<file path="config.mk">
export PLATFORM = sky130hd
export DESIGN_NAME = led_blink_code_sequencer_flat
export DESIGN_NICKNAME = d
export VERILOG_FILES = /design/src/rtl/core/lbc_pkg.sv /design/src/rtl/core/lbc_if.sv /design/src/rtl/core/led_blink_code_sequencer.sv /design/src/rtl/core/lbc_seq_core.sv /design/src/rtl/core/lbc_result_reg.sv /design/src/flat_wrapper.sv
export VERILOG_INCLUDE_DIRS = /design/src /design/src/rtl/core
export SDC_FILE = /design/constraint.sdc
export NUM_CORES = 1
export LEC_CHECK = 0
export BUFFER_PORTS_ARGS = -buffer_cell sky130_fd_sc_hd__buf_2
export CAP_MARGIN = 20
export CORE_ASPECT_RATIO = 1.5
export CORE_MARGIN = 5
export CORE_UTILIZATION = 58
export CTS_BUF_LIST = sky130_fd_sc_hd__clkbuf_2 sky130_fd_sc_hd__clkbuf_4 sky130_fd_sc_hd__clkbuf_8
export CTS_CLUSTER_DIAMETER = 120
export DETAILED_ROUTE_END_ITERATION = 16
export PLACE_DENSITY = 0.77
export SLEW_MARGIN = 20
export SYNTH_ARGS = -nofsm -noshare
export SYNTH_HDL_FRONTEND = slang
export SYNTH_HIERARCHICAL = 1
export SYNTH_SLANG_ARGS = --single-unit
export TNS_END_PERCENT = 20
</file>
<file path="constraint.sdc">
create_clock -name clk -period 12.9 [get_ports clk]
set_input_delay 1.29 -clock clk [delete_from_list [all_inputs] [get_ports clk]]
set_output_delay 1.29 -clock clk [all_outputs]
set_load 0.01 [all_outputs]
</file>
<file path="src/rtl/core/led_blink_code_sequencer_macros.svh">
// assertion macros used by the blink-code sequencer rtl
`ifndef LED_BLINK_CODE_SEQUENCER_MACROS_SVH
`define LED_BLINK_CODE_SEQUENCER_MACROS_SVH

// same-cycle implication, disabled while reset is asserted
`define LBC_ASSERT_IMPL(label, clk, rst_n, ante, cons) \
	label: assert property (@(posedge clk) disable iff (!rst_n) (ante) |-> (cons)) \
		else $error("lbc assertion failed");

// next-cycle implication, disabled while reset is asserted
`define LBC_ASSERT_NEXT(label, clk, rst_n, ante, cons) \
	label: assert property (@(posedge clk) disable iff (!rst_n) (ante) |=> (cons)) \
		else $error("lbc assertion failed");

`endif

</file>
<file path="src/rtl/core/lbc_pkg.sv">
// types, constants and helper functions of the blink-code sequencer
package lbc_pkg;

	localparam int CODE_W   = 8;
	localparam int TENS_W   = 5;
	localparam int UNITS_W  = 4;
	localparam int DIV_RECIP = 205;  // 205 / 2048 approximates 1/10 for codes up to 255
	localparam int DIV_SHIFT = 11;
	localparam int RADIX    = 10;

	typedef enum logic [2:0] {
		PH_IDLE      = 3'd0,
		PH_TENS_ON   = 3'd1,
		PH_TENS_OFF  = 3'd2,
		PH_GAP       = 3'd3,
		PH_UNITS_ON  = 3'd4,
		PH_UNITS_OFF = 3'd5,
		PH_PAUSE     = 3'd6
	} phase_t;

	// where the skip chain starts looking for the next nonzero phase
	typedef enum logic [2:0] {
		EN_TENS  = 3'd0,
		EN_GAP   = 3'd1,
		EN_UNITS = 3'd2,
		EN_PAUSE = 3'd3,
		EN_DONE  = 3'd4
	} entry_t;

	typedef struct packed {
		logic [TENS_W-1:0]  tens;
		logic [UNITS_W-1:0] units;
	} digits_t;

	typedef struct packed {
		logic led;
		logic busy_res;
		logic done_res;
		logic rejected;
	} res_t;

	// decimal split by reciprocal multiply, exact over the 8-bit range
	function automatic digits_t split_digits(input logic [CODE_W-1:0] code);
		logic [2*CODE_W-1:0] prod;
		logic [CODE_W-1:0]   tens_w;
		logic [CODE_W-1:0]   rem;
		digits_t             d;
		prod   = code * (2*CODE_W)'(DIV_RECIP);
		tens_w = CODE_W'(prod >> DIV_SHIFT);
		rem    = code - CODE_W'(tens_w * CODE_W'(RADIX));
		d.tens  = tens_w[TENS_W-1:0];
		d.units = rem[UNITS_W-1:0];
		return d;
	endfunction

	function automatic logic lit(input phase_t p);
		return (p == PH_TENS_ON) || (p == PH_UNITS_ON);
	endfunction

endpackage

</file>
<file path="src/rtl/core/lbc_if.sv">
// request and response channel interfaces of the blink-code sequencer
interface lbc_in_if;
	logic        valid;
	logic        ready;
	logic        mode;
	logic [7:0]  code;
	logic [15:0] blink_len;
	logic [15:0] gap_len;
	logic [15:0] pause_len;

	modport source (output valid, mode, code, blink_len, gap_len, pause_len, input ready);
	modport sink   (input valid, mode, code, blink_len, gap_len, pause_len, output ready);
endinterface

interface lbc_out_if;
	logic valid;
	logic ready;
	logic led;
	logic busy_res;
	logic done_res;
	logic rejected;

	modport source (output valid, led, busy_res, done_res, rejected, input ready);
	modport sink   (input valid, led, busy_res, done_res, rejected, output ready);
endinterface

</file>
<file path="src/rtl/core/led_blink_code_sequencer.sv">
// top level of the led blink-code sequencer
//
// Shows an 8-bit code (0 to 255) on a status led. A start transfer (mode = 1) loads the
// code and three lengths in ticks; each tick transfer (mode = 0) then advances the sequence
// by one tick: tens-digit pulses (lit blink_len, dark blink_len), a dark gap of gap_len,
// units-digit pulses of the same form, and a dark pause of pause_len. Phases of zero length
// are skipped; a start while a sequence runs is rejected and leaves the sequence untouched.
// Lengths are held to their low TIME_BITS bits. Every request transfer yields exactly one
// response transfer. Throughput is one transfer per clock while no response waits; the
// phase and tick counters step combinationally before the output register, and the result
// reaches the response channel in the cycle after the request transfer. The output register
// is freed in the same cycle it is read, so requests stall only while a response waits.
module led_blink_code_sequencer import lbc_pkg::*; #(
	parameter int TIME_BITS = 16
) (
	input  logic      clk,
	input  logic      arst_n,
	lbc_in_if.sink    req,
	lbc_out_if.source rsp
);

	logic                 acc;
	logic                 free;
	logic [TIME_BITS-1:0] blink_in;
	logic [TIME_BITS-1:0] gap_in;
	logic [TIME_BITS-1:0] pause_in;
	res_t                 res;

	// request transfer whenever the output register can take the result
	assign req.ready = free;
	assign acc       = req.valid && free;

	// lengths cut or widened to the tick counter width
	assign blink_in = TIME_BITS'(req.blink_len);
	assign gap_in   = TIME_BITS'(req.gap_len);
	assign pause_in = TIME_BITS'(req.pause_len);

	lbc_seq_core #(
		.TIME_BITS(TIME_BITS)
	) u_core (
		.clk      (clk),
		.arst_n   (arst_n),
		.acc      (acc),
		.mode     (req.mode),
		.code     (req.code),
		.blink_in (blink_in),
		.gap_in   (gap_in),
		.pause_in (pause_in),
		.res      (res)
	);

	// result held until the response transfer
	lbc_result_reg u_out (
		.clk    (clk),
		.arst_n (arst_n),
		.load   (acc),
		.d      (res),
		.free   (free),
		.rsp    (rsp)
	);

endmodule

</file>
<file path="src/rtl/core/lbc_seq_core.sv">
// sequencer state, next-phase logic and per-item result
`include "led_blink_code_sequencer_macros.svh"

module lbc_seq_core import lbc_pkg::*; #(
	parameter int TIME_BITS = 16
) (
	input  logic                 clk,
	input  logic                 arst_n,
	input  logic                 acc,
	input  logic                 mode,
	input  logic [CODE_W-1:0]    code,
	input  logic [TIME_BITS-1:0] blink_in,
	input  logic [TIME_BITS-1:0] gap_in,
	input  logic [TIME_BITS-1:0] pause_in,
	output res_t                 res
);

	phase_t               phase_q, phase_d;
	logic [TIME_BITS-1:0] ticks_q, ticks_d, ticks_dec;
	logic [TIME_BITS-1:0] blink_q, gap_q, pause_q;
	logic [TIME_BITS-1:0] src_blink, src_gap, src_pause;
	logic [TENS_W-1:0]    pulses_q, pulses_d, pulses_dec;
	logic [UNITS_W-1:0]   units_q, src_units;
	digits_t              dig;
	entry_t               entry;
	logic                 use_entry;
	logic                 running;
	logic                 is_start;

	assign running    = (phase_q != PH_IDLE);
	assign is_start   = mode && !running;
	assign dig        = split_digits(code);
	assign src_blink  = is_start ? blink_in : blink_q;
	assign src_gap    = is_start ? gap_in : gap_q;
	assign src_pause  = is_start ? pause_in : pause_q;
	assign src_units  = is_start ? dig.units : units_q;
	assign ticks_dec  = ticks_q - TIME_BITS'(1);
	assign pulses_dec = pulses_q - TENS_W'(1);

	// next state
	always_comb begin
		phase_d   = phase_q;
		ticks_d   = ticks_q;
		pulses_d  = pulses_q;
		entry     = EN_DONE;
		use_entry = 1'b0;
		if (is_start) begin
			use_entry = 1'b1;
			entry     = EN_TENS;
		end else if (!mode && running) begin
			if (ticks_dec != '0) begin
				ticks_d = ticks_dec;
			end else begin
				unique case (phase_q)
					PH_TENS_ON: begin
						phase_d = PH_TENS_OFF;
						ticks_d = src_blink;
					end
					PH_TENS_OFF: begin
						pulses_d = pulses_dec;
						if (pulses_dec != '0) begin
							phase_d = PH_TENS_ON;
							ticks_d = src_blink;
						end else begin
							use_entry = 1'b1;
							entry     = EN_GAP;
						end
					end
					PH_GAP: begin
						use_entry = 1'b1;
						entry     = EN_UNITS;
					end
					PH_UNITS_ON: begin
						phase_d = PH_UNITS_OFF;
						ticks_d = src_blink;
					end
					PH_UNITS_OFF: begin
						pulses_d = pulses_dec;
						if (pulses_dec != '0) begin
							phase_d = PH_UNITS_ON;
							ticks_d = src_blink;
						end else begin
							use_entry = 1'b1;
							entry     = EN_PAUSE;
						end
					end
					PH_PAUSE: begin
						use_entry = 1'b1;
						entry     = EN_DONE;
					end
					PH_IDLE: begin
						phase_d = PH_IDLE;
					end
					default: begin
						phase_d = PH_IDLE;
						ticks_d = '0;
					end
				endcase
			end
		end
		// skip forward over zero-length phases
		if (use_entry) begin
			priority if (entry == EN_TENS && dig.tens != '0 && src_blink != '0) begin
				phase_d  = PH_TENS_ON;
				ticks_d  = src_blink;
				pulses_d = dig.tens;
			end else if (entry <= EN_GAP && src_gap != '0) begin
				phase_d  = PH_GAP;
				ticks_d  = src_gap;
				pulses_d = '0;
			end else if (entry <= EN_UNITS && src_units != '0 && src_blink != '0) begin
				phase_d  = PH_UNITS_ON;
				ticks_d  = src_blink;
				pulses_d = TENS_W'(src_units);
			end else if (entry <= EN_PAUSE && src_pause != '0) begin
				phase_d  = PH_PAUSE;
				ticks_d  = src_pause;
				pulses_d = '0;
			end else begin
				phase_d  = PH_IDLE;
				ticks_d  = '0;
				pulses_d = '0;
			end
		end
	end

	// result of the item
	always_comb begin
		res = '0;
		if (mode && running) begin
			res.rejected = 1'b1;
			res.busy_res = 1'b1;
			res.led      = lit(phase_q);
		end else if (is_start) begin
			res.led      = lit(phase_d);
			res.busy_res = (phase_d != PH_IDLE);
			res.done_res = (phase_d == PH_IDLE);
		end else if (running) begin
			res.led      = lit(phase_q);
			res.busy_res = (phase_d != PH_IDLE);
			res.done_res = (phase_d == PH_IDLE);
		end
	end

	always_ff @(posedge clk or negedge arst_n) begin
		if (!arst_n) begin
			phase_q  <= PH_IDLE;
			ticks_q  <= '0;
			pulses_q <= '0;
		end else if (acc) begin
			phase_q  <= phase_d;
			ticks_q  <= ticks_d;
			pulses_q <= pulses_d;
		end
	end

	always_ff @(posedge clk) begin
		if (acc && is_start) begin
			blink_q <= blink_in;
			gap_q   <= gap_in;
			pause_q <= pause_in;
			units_q <= dig.units;
		end
	end

	`LBC_ASSERT_NEXT(a_start_enters, clk, arst_n, acc && is_start && !res.done_res, phase_q != PH_IDLE)
	`LBC_ASSERT_NEXT(a_reject_holds, clk, arst_n, acc && mode && running, $stable(phase_q) && $stable(ticks_q))
	`LBC_ASSERT_IMPL(a_pulses_live, clk, arst_n, phase_q == PH_TENS_ON || phase_q == PH_TENS_OFF || phase_q == PH_UNITS_ON || phase_q == PH_UNITS_OFF, pulses_q != '0)
	`LBC_ASSERT_IMPL(a_ticks_live, clk, arst_n, running, ticks_q != '0)

endmodule

</file>
<file path="src/rtl/core/lbc_result_reg.sv">
// output register between the sequencer and the response channel
module lbc_result_reg import lbc_pkg::*; (
	input  logic clk,
	input  logic arst_n,
	input  logic load,
	input  res_t d,
	output logic free,
	lbc_out_if.source rsp
);

	logic valid_q;
	res_t res_q;

	assign free = !valid_q || rsp.ready;

	always_ff @(posedge clk or negedge arst_n) begin
		if (!arst_n) begin
			valid_q <= 1'b0;
		end else if (load) begin
			valid_q <= 1'b1;
		end else if (rsp.ready) begin
			valid_q <= 1'b0;
		end
	end

	always_ff @(posedge clk) begin
		if (load) begin
			res_q <= d;
		end
	end

	assign rsp.valid    = valid_q;
	assign rsp.led      = res_q.led;
	assign rsp.busy_res = res_q.busy_res;
	assign rsp.done_res = res_q.done_res;
	assign rsp.rejected = res_q.rejected;

endmodule
</file>
<file path="src/flat_wrapper.sv">
// flat-port wrapper written by rule: the top's interface ports become plain ports
module led_blink_code_sequencer_flat import lbc_pkg::*;
#(
	parameter int TIME_BITS = 16
)
  (clk, arst_n, req_valid, req_mode, req_code, req_blink_len, req_gap_len, req_pause_len, req_ready, rsp_valid, rsp_led, rsp_busy_res, rsp_done_res, rsp_rejected, rsp_ready);
  lbc_in_if req_i ();
  lbc_out_if rsp_i ();
  input  logic clk;
  input  logic arst_n;
  input wire logic [$bits(req_i.valid)-1:0] req_valid;
  input wire logic [$bits(req_i.mode)-1:0] req_mode;
  input wire logic [$bits(req_i.code)-1:0] req_code;
  input wire logic [$bits(req_i.blink_len)-1:0] req_blink_len;
  input wire logic [$bits(req_i.gap_len)-1:0] req_gap_len;
  input wire logic [$bits(req_i.pause_len)-1:0] req_pause_len;
  output wire logic [$bits(req_i.ready)-1:0] req_ready;
  output wire logic [$bits(rsp_i.valid)-1:0] rsp_valid;
  output wire logic [$bits(rsp_i.led)-1:0] rsp_led;
  output wire logic [$bits(rsp_i.busy_res)-1:0] rsp_busy_res;
  output wire logic [$bits(rsp_i.done_res)-1:0] rsp_done_res;
  output wire logic [$bits(rsp_i.rejected)-1:0] rsp_rejected;
  input wire logic [$bits(rsp_i.ready)-1:0] rsp_ready;
  assign req_i.valid = req_valid;
  assign req_i.mode = req_mode;
  assign req_i.code = req_code;
  assign req_i.blink_len = req_blink_len;
  assign req_i.gap_len = req_gap_len;
  assign req_i.pause_len = req_pause_len;
  assign req_ready = req_i.ready;
  assign rsp_valid = rsp_i.valid;
  assign rsp_led = rsp_i.led;
  assign rsp_busy_res = rsp_i.busy_res;
  assign rsp_done_res = rsp_i.done_res;
  assign rsp_rejected = rsp_i.rejected;
  assign rsp_i.ready = rsp_ready;
  led_blink_code_sequencer #(.TIME_BITS(TIME_BITS)) u_core (.clk(clk), .arst_n(arst_n), .req(req_i), .rsp(rsp_i));
endmodule
</file>
# Yosys cells after proc, flatten, opt, wreduce, memory -nomap -nowiden
# Index checks and enable logic that the tools add are counted.
# word_totals
reg_bits	81
in_bits	61
output_inout_bits	6
word_cells	120
# classes
n_addsub	3
multipliers	2
magnitude_cmp	3
eq_ne	12
muxes	50
n_reduce_logical	38
# ops
op	count
16-bit 2-to-1 mux	12
16-bit nonzero test	4
3-bit 2-to-1 mux	17
16-bit one-hot mux with 3 select lines	1
5-bit 2-to-1 mux	6
8-bit by 8-bit multiplier with 16-bit output (second input constant)	1
16-bit by 1-bit subtractor with 16-bit output (second input constant)	1
3-bit one-hot mux with 5 select lines	1
3-bit == test (second input constant)	4
4-bit 2-to-1 mux	3
1-bit logical AND	11
5-bit AND reduction	2
5-bit nonzero test	2
3-bit zero test	3
3-bit one-hot mux with 3 select lines	1
1-bit 2-to-1 mux	7
3-bit by 1-bit == test with 1-bit output (second input constant)	2
3-bit by 2-bit == test with 1-bit output (second input constant)	2
3-bit by 2-bit <= comparator with 1-bit output (second input constant)	2
2-bit nonzero test	3
3-bit nonzero test	2
2-bit OR reduction	3
5-bit by 3-bit multiplier with 3-bit output (second input constant)	1
5-bit by 1-bit subtractor with 5-bit output (second input constant)	1
11 further kinds	16

# Logic depth before layout (Yosys ltp)
# depth
word_depth	18
mapped_depth	23
depth_no_buf	22

# By module
# Netlist, hierarchy kept.
# modules_own_cells
mod	instances	cells_per_inst	area_each_um2	seq_area_each_um2
lbc_seq_core	1	654	6421.2	2162.1
lbc_result_reg	1	7	167.7	145.1
led_blink_code_sequencer	1	1	6.3	0.0

# Worst setup path after synthesis
# No wires, ideal clock.
# synth_timing
kind	input to register
startpoint	input req_code[1]
endpoint	register u_core.u_out.res_q (netlist bit u_core/u_out/rsp.done_res) (data pin)
setup_time_ps	256
t_arrival_ps	6782
required_time_ps	12644
setup_slack_ps	5862
path_stages	21
n_path_buf	0
cell_sequence	ha_1 fa_1 fa_1 inv_1 fa_1 inv_1 ha_1 a21oi_1 or3b_1 o21ai_0 xor2_1 inv_1 fa_1 xor2_1 xnor2_1 xnor2_1 xnor2_1 o41ai_4 nor2_4 o32a_4 o211a_1
# synth_rtl
item	line_no	text
from (decl)	flat_wrapper.sv:13	input wire logic [$bits(req_i.code)-1:0] req_code;
to (signal assigned)	lbc_result_reg.sv:28	res_q <= d;
to (decl)	lbc_result_reg.sv:12	res_t res_q;

==> metrics.md <==
| Metric | Value |
|---|---|
| Status | complete, no violations |
| Hold Buf Count CTS | 0 |
| 1st-iter DRT viols | 477 |
| PnR worst setup slack | 5.71 ns |
| Count of final hold-check violations | 0 |
| Gr ovfl total | 0 |
| Post-synthesis cell area | 0.00660 mm2 |
| Register area | 0.00231 mm2 |
| Crit Path Class | input pin to flip-flop |
| Top cell by count, worst path | fa_1 |
| Initial antenna violation count | 0 |
| Row cnt | 47 |
| I/O pin cnt | 67 |
| Max Cap Viol | 0 |
| Core area | 0.0111 mm2 |
| Synth cell types | 83 |
| CTS H-Tree Depth | 3 |
| DRC viols | 0 |
| Slew margin rel. | 42.7% |
| Cts bufs inserted | 9 |
| CTS root buf | clkbuf_8 |
| Commonest cells after routing, fill and taps aside | buf_2 (66), edfxtp_1 (56), nor2_1 (52), ha_1 (49), nand2_1 (44) |
| Critical Path AT | 7.48 ns |
| Yosys top cell area share | 25.5% |
| Asr flop ratio synth | 30.9% |
| Flip-flop and latch count after synthesis | 81 |
| PortBufs | 66 |
| Skew final | 0.0180 ns |
| Post-Synth Simple-Gate Area | 16.9% |
| Yosys warns | 6 |
| Pins Over Slew Limit | 0 |
| Placed wire-length estimate | 14.9 mm |
| Die Ht | 141 um |
| Worst setup SP type | input pin |
| Worst VDD drop | 0.0919 mV |
| Min-Delay Path Class | flip-flop to flip-flop |
| Worst Path Buf+Inv | 5 |
| Post-synthesis mux area share | 9.52% |
| Worst Path Required | 13.19 ns |
| TritonRoute pass-1 iters | 6 |
| Min Clock Period, post-route | 7.19 ns |
| Synth Area in Compound Gates | 18.5% |
| Drt via density | 6.58 |
| Multi-input gate area | 0.00401 mm2 |
| Worst-Margin Slew | 0.853 ns |
| Register area share after synthesis | 35.0% |
| Leading cell type in the layout, fill and taps excluded | buf_2 |
| Post-route ant nets | 0 |
| Main combinational cell family by area after synthesis | compound AO/OA/AOI/OAI gates |
| Initial Util | 59.3% |
| Setup crit end kind | flip-flop |
| PwrDens | 146 mW/mm2 |
| Post-CTS sizing | 0 |
| Postcts setup bufs | 0 |
| RSZ-0062 raised after global routing | false |
| Die ar. | 0.0136 mm2 |
| # clock sinks | 81 |
| Critical path's largest stage delay | 0.54 ns |
| Nets | 837 |
| Max Freq | 0.139 GHz |
| Top_reg_cell synth | edfxtp_1 |
| P_leak | 2.81 nW |
| Number of flops mapped to enable cells by yosys | 56 |
| # diodes | 0 |
| Synth Area in Adders | 13.1% |
| Syn_nets | 785 |
| Critical-path maximum fanout | 18 |
| Dpl ws | 5.44 ns |
| DR vias | 5,697 |
| Mapped Cells | 662 |
| First-pass GRT wire length | 29.9 mm |
| Final setup viols | 0 |
| Fill cells | 892 |
| CP max-delay cell | fa_1 |
| Synth Area per Inst | 9.96 um2 |
| Finished Layout Cells | 866 |
| Placed Cells incl. Taps | 850 |
| Area grow syn2layout | 9.56% |
| Xor and xnor area share after synthesis | 2.39% |
| Final WL | 18.9 mm |
| Vias in the first global route | 5,989 |
| CTS Buffer Depth | 2 |
| Fraction of layout cells with a size suffix above 1 | 20.4% |
| Tcrit/Tclk final | 55.7% |
| Biggest area consumer among synthesized cells | edfxtp_1 |
| WL per Instance | 21.8 um |
| Largest net degree at the start of global routing | 53 |
| Die W | 97.1 um |
| Top cells by area, synth | edfxtp_1 (25%), dfrtp_1 (9.5%), ha_1 (9.5%) |
| Later-pin clock latency in the skew report | 0.37 ns |
| CP cell instances | buf_2 -> ha_1 -> fa_1 -> fa_1 -> inv_1 -> fa_1 -> inv_1 -> ha_1 -> a21oi_1 -> or3b_1 -> o21ai_0 -> xor2_1 -> inv_1 -> fa_1 -> xor2_1 -> xnor2_1 -> xnor2_1 -> xnor2_1 -> o41ai_4 -> buf_4 -> nor3b_2 -> a22oi_1 -> o211ai_1 |
| GRT Total Usage | 27.4% |
| Clock transition at path regs | 0.09 ns |
| Final GP Congestion | 1.01 |
| TNS Setup | 0 ns |
| Cell family with the largest share of critical-path delay | adder cells |
| CTS tree | yes |
==> registers in the layout, indices dropped and copies added (netlist names) <==
| name | flops |
|---|---|
| u_core/u_core/gap_q | 16 |
| u_core/u_core/blink_q | 16 |
| u_core/u_out/rsp.done_res | 1 |
| u_core/u_core/pulses_q | 5 |
| u_core/u_out/rsp.valid | 1 |
| u_core/u_core/units_q | 4 |
| u_core/u_out/rsp.busy_res | 1 |
| u_core/u_out/rsp.rejected | 1 |
| u_core/u_core/phase_q | 3 |
| u_core/u_core/pause_q | 16 |
| u_core/u_out/rsp.led | 1 |
| u_core/u_core/ticks_q | 16 |
==> cells by family (layout without fill, tap and decap cells) <==
kind of cell,after synthesis,count (layout)
compound gates,165,165
fa+ha+maj,62,62
buf+inv,68,125
mux,60,60
xor+xnor,18,18
flops,81,81
simple gates,208,208
==> worst reg2reg max path: stages, from the launching register on <==
cell	delay (ns)
dfrtp_1	0.51
or3_1	0.49
inv_1	0.12
ha_4	0.33
buf_4	0.62
inv_1	0.52
nand3_1	0.28
a311oi_1	0.10
a31oi_2	0.62
nand2_1	0.35
nor3b_4	0.34
a211oi_2	0.12
a221oi_2	0.25
==> area by class of cell <==
class,instances,area share [%]
Clock buffer,9,1.71
Sequential cell,81,31.9
Tap cell,147,2.55
Timing Repair Buffer,70,4.99
Multi-Input combinational cell,513,55.4
Clock inverter,7,1.35
Inverter,39,2.03
==> path summary, 6_finish.rpt <==
path | from | to | slack (ns) | depth (start not counted)
max in group asynchronous | arst_n | u_core/u_core/ticks_q[2] | 11.54 | 1
min in group asynchronous | arst_n | u_core/u_core/phase_q[1] | 0.93 | 1
setup / recovery | req_code[1] | u_core/u_core/ticks_q[10] | 5.71 | 23
hold / removal | u_core/u_out/rsp.valid | u_core/u_out/rsp.valid | 0.54 | 2
hold reg to reg | u_core/u_out/rsp.valid | u_core/u_out/rsp.valid | 0.54 | 2
setup reg to reg | u_core/u_core/phase_q[2] | u_core/u_core/ticks_q[0] | 8.17 | 12
==> routing by layer <==
metal / GRT usage (%) / part of all wire (%) / up-vias
met5: 0 / 0 / -
met4: 19.2 / 7.5 / 0
met3: 4.10 / 5.7 / 94
met2: 51.0 / 53 / 302
met1: 27.7 / 34 / 2686
li1: - / - / 2615
==> Yosys cell counts (all sizes together), types with 13 or more instances <==
cell     n
ha      50
nand2   44
nor2    53
a21oi   37
dfrtp   25
inv     39
o21ai   34
nor4    27
a211oi  13
edfxtp  56
nor3    22
mux2i   38
mux2    22
buf     18
==> power by group <==
group | total [mW] | internal [mW] | switching (mW)
combinational | 0.480 | 0.198 | 0.282
sequential | 0.373 | 0.316 | 0.0570
clock | 0.205 | 0.0961 | 0.109
==> stage by stage <==
stage	area (um2)	total power [mW]	hold slack (ns)	utilization, %
floorplan	6600	0.725	0.490	-
global placement	7000	0.827	0.515	63.0
detailed placement	7000	0.846	0.528	63.0
CTS	7220	1.05	0.552	65.0
global route	7230	1.12	0.585	65.0
finish	7230	1.06	0.545	65.0
Note: power is estimated with default switching activity, not from simulation.
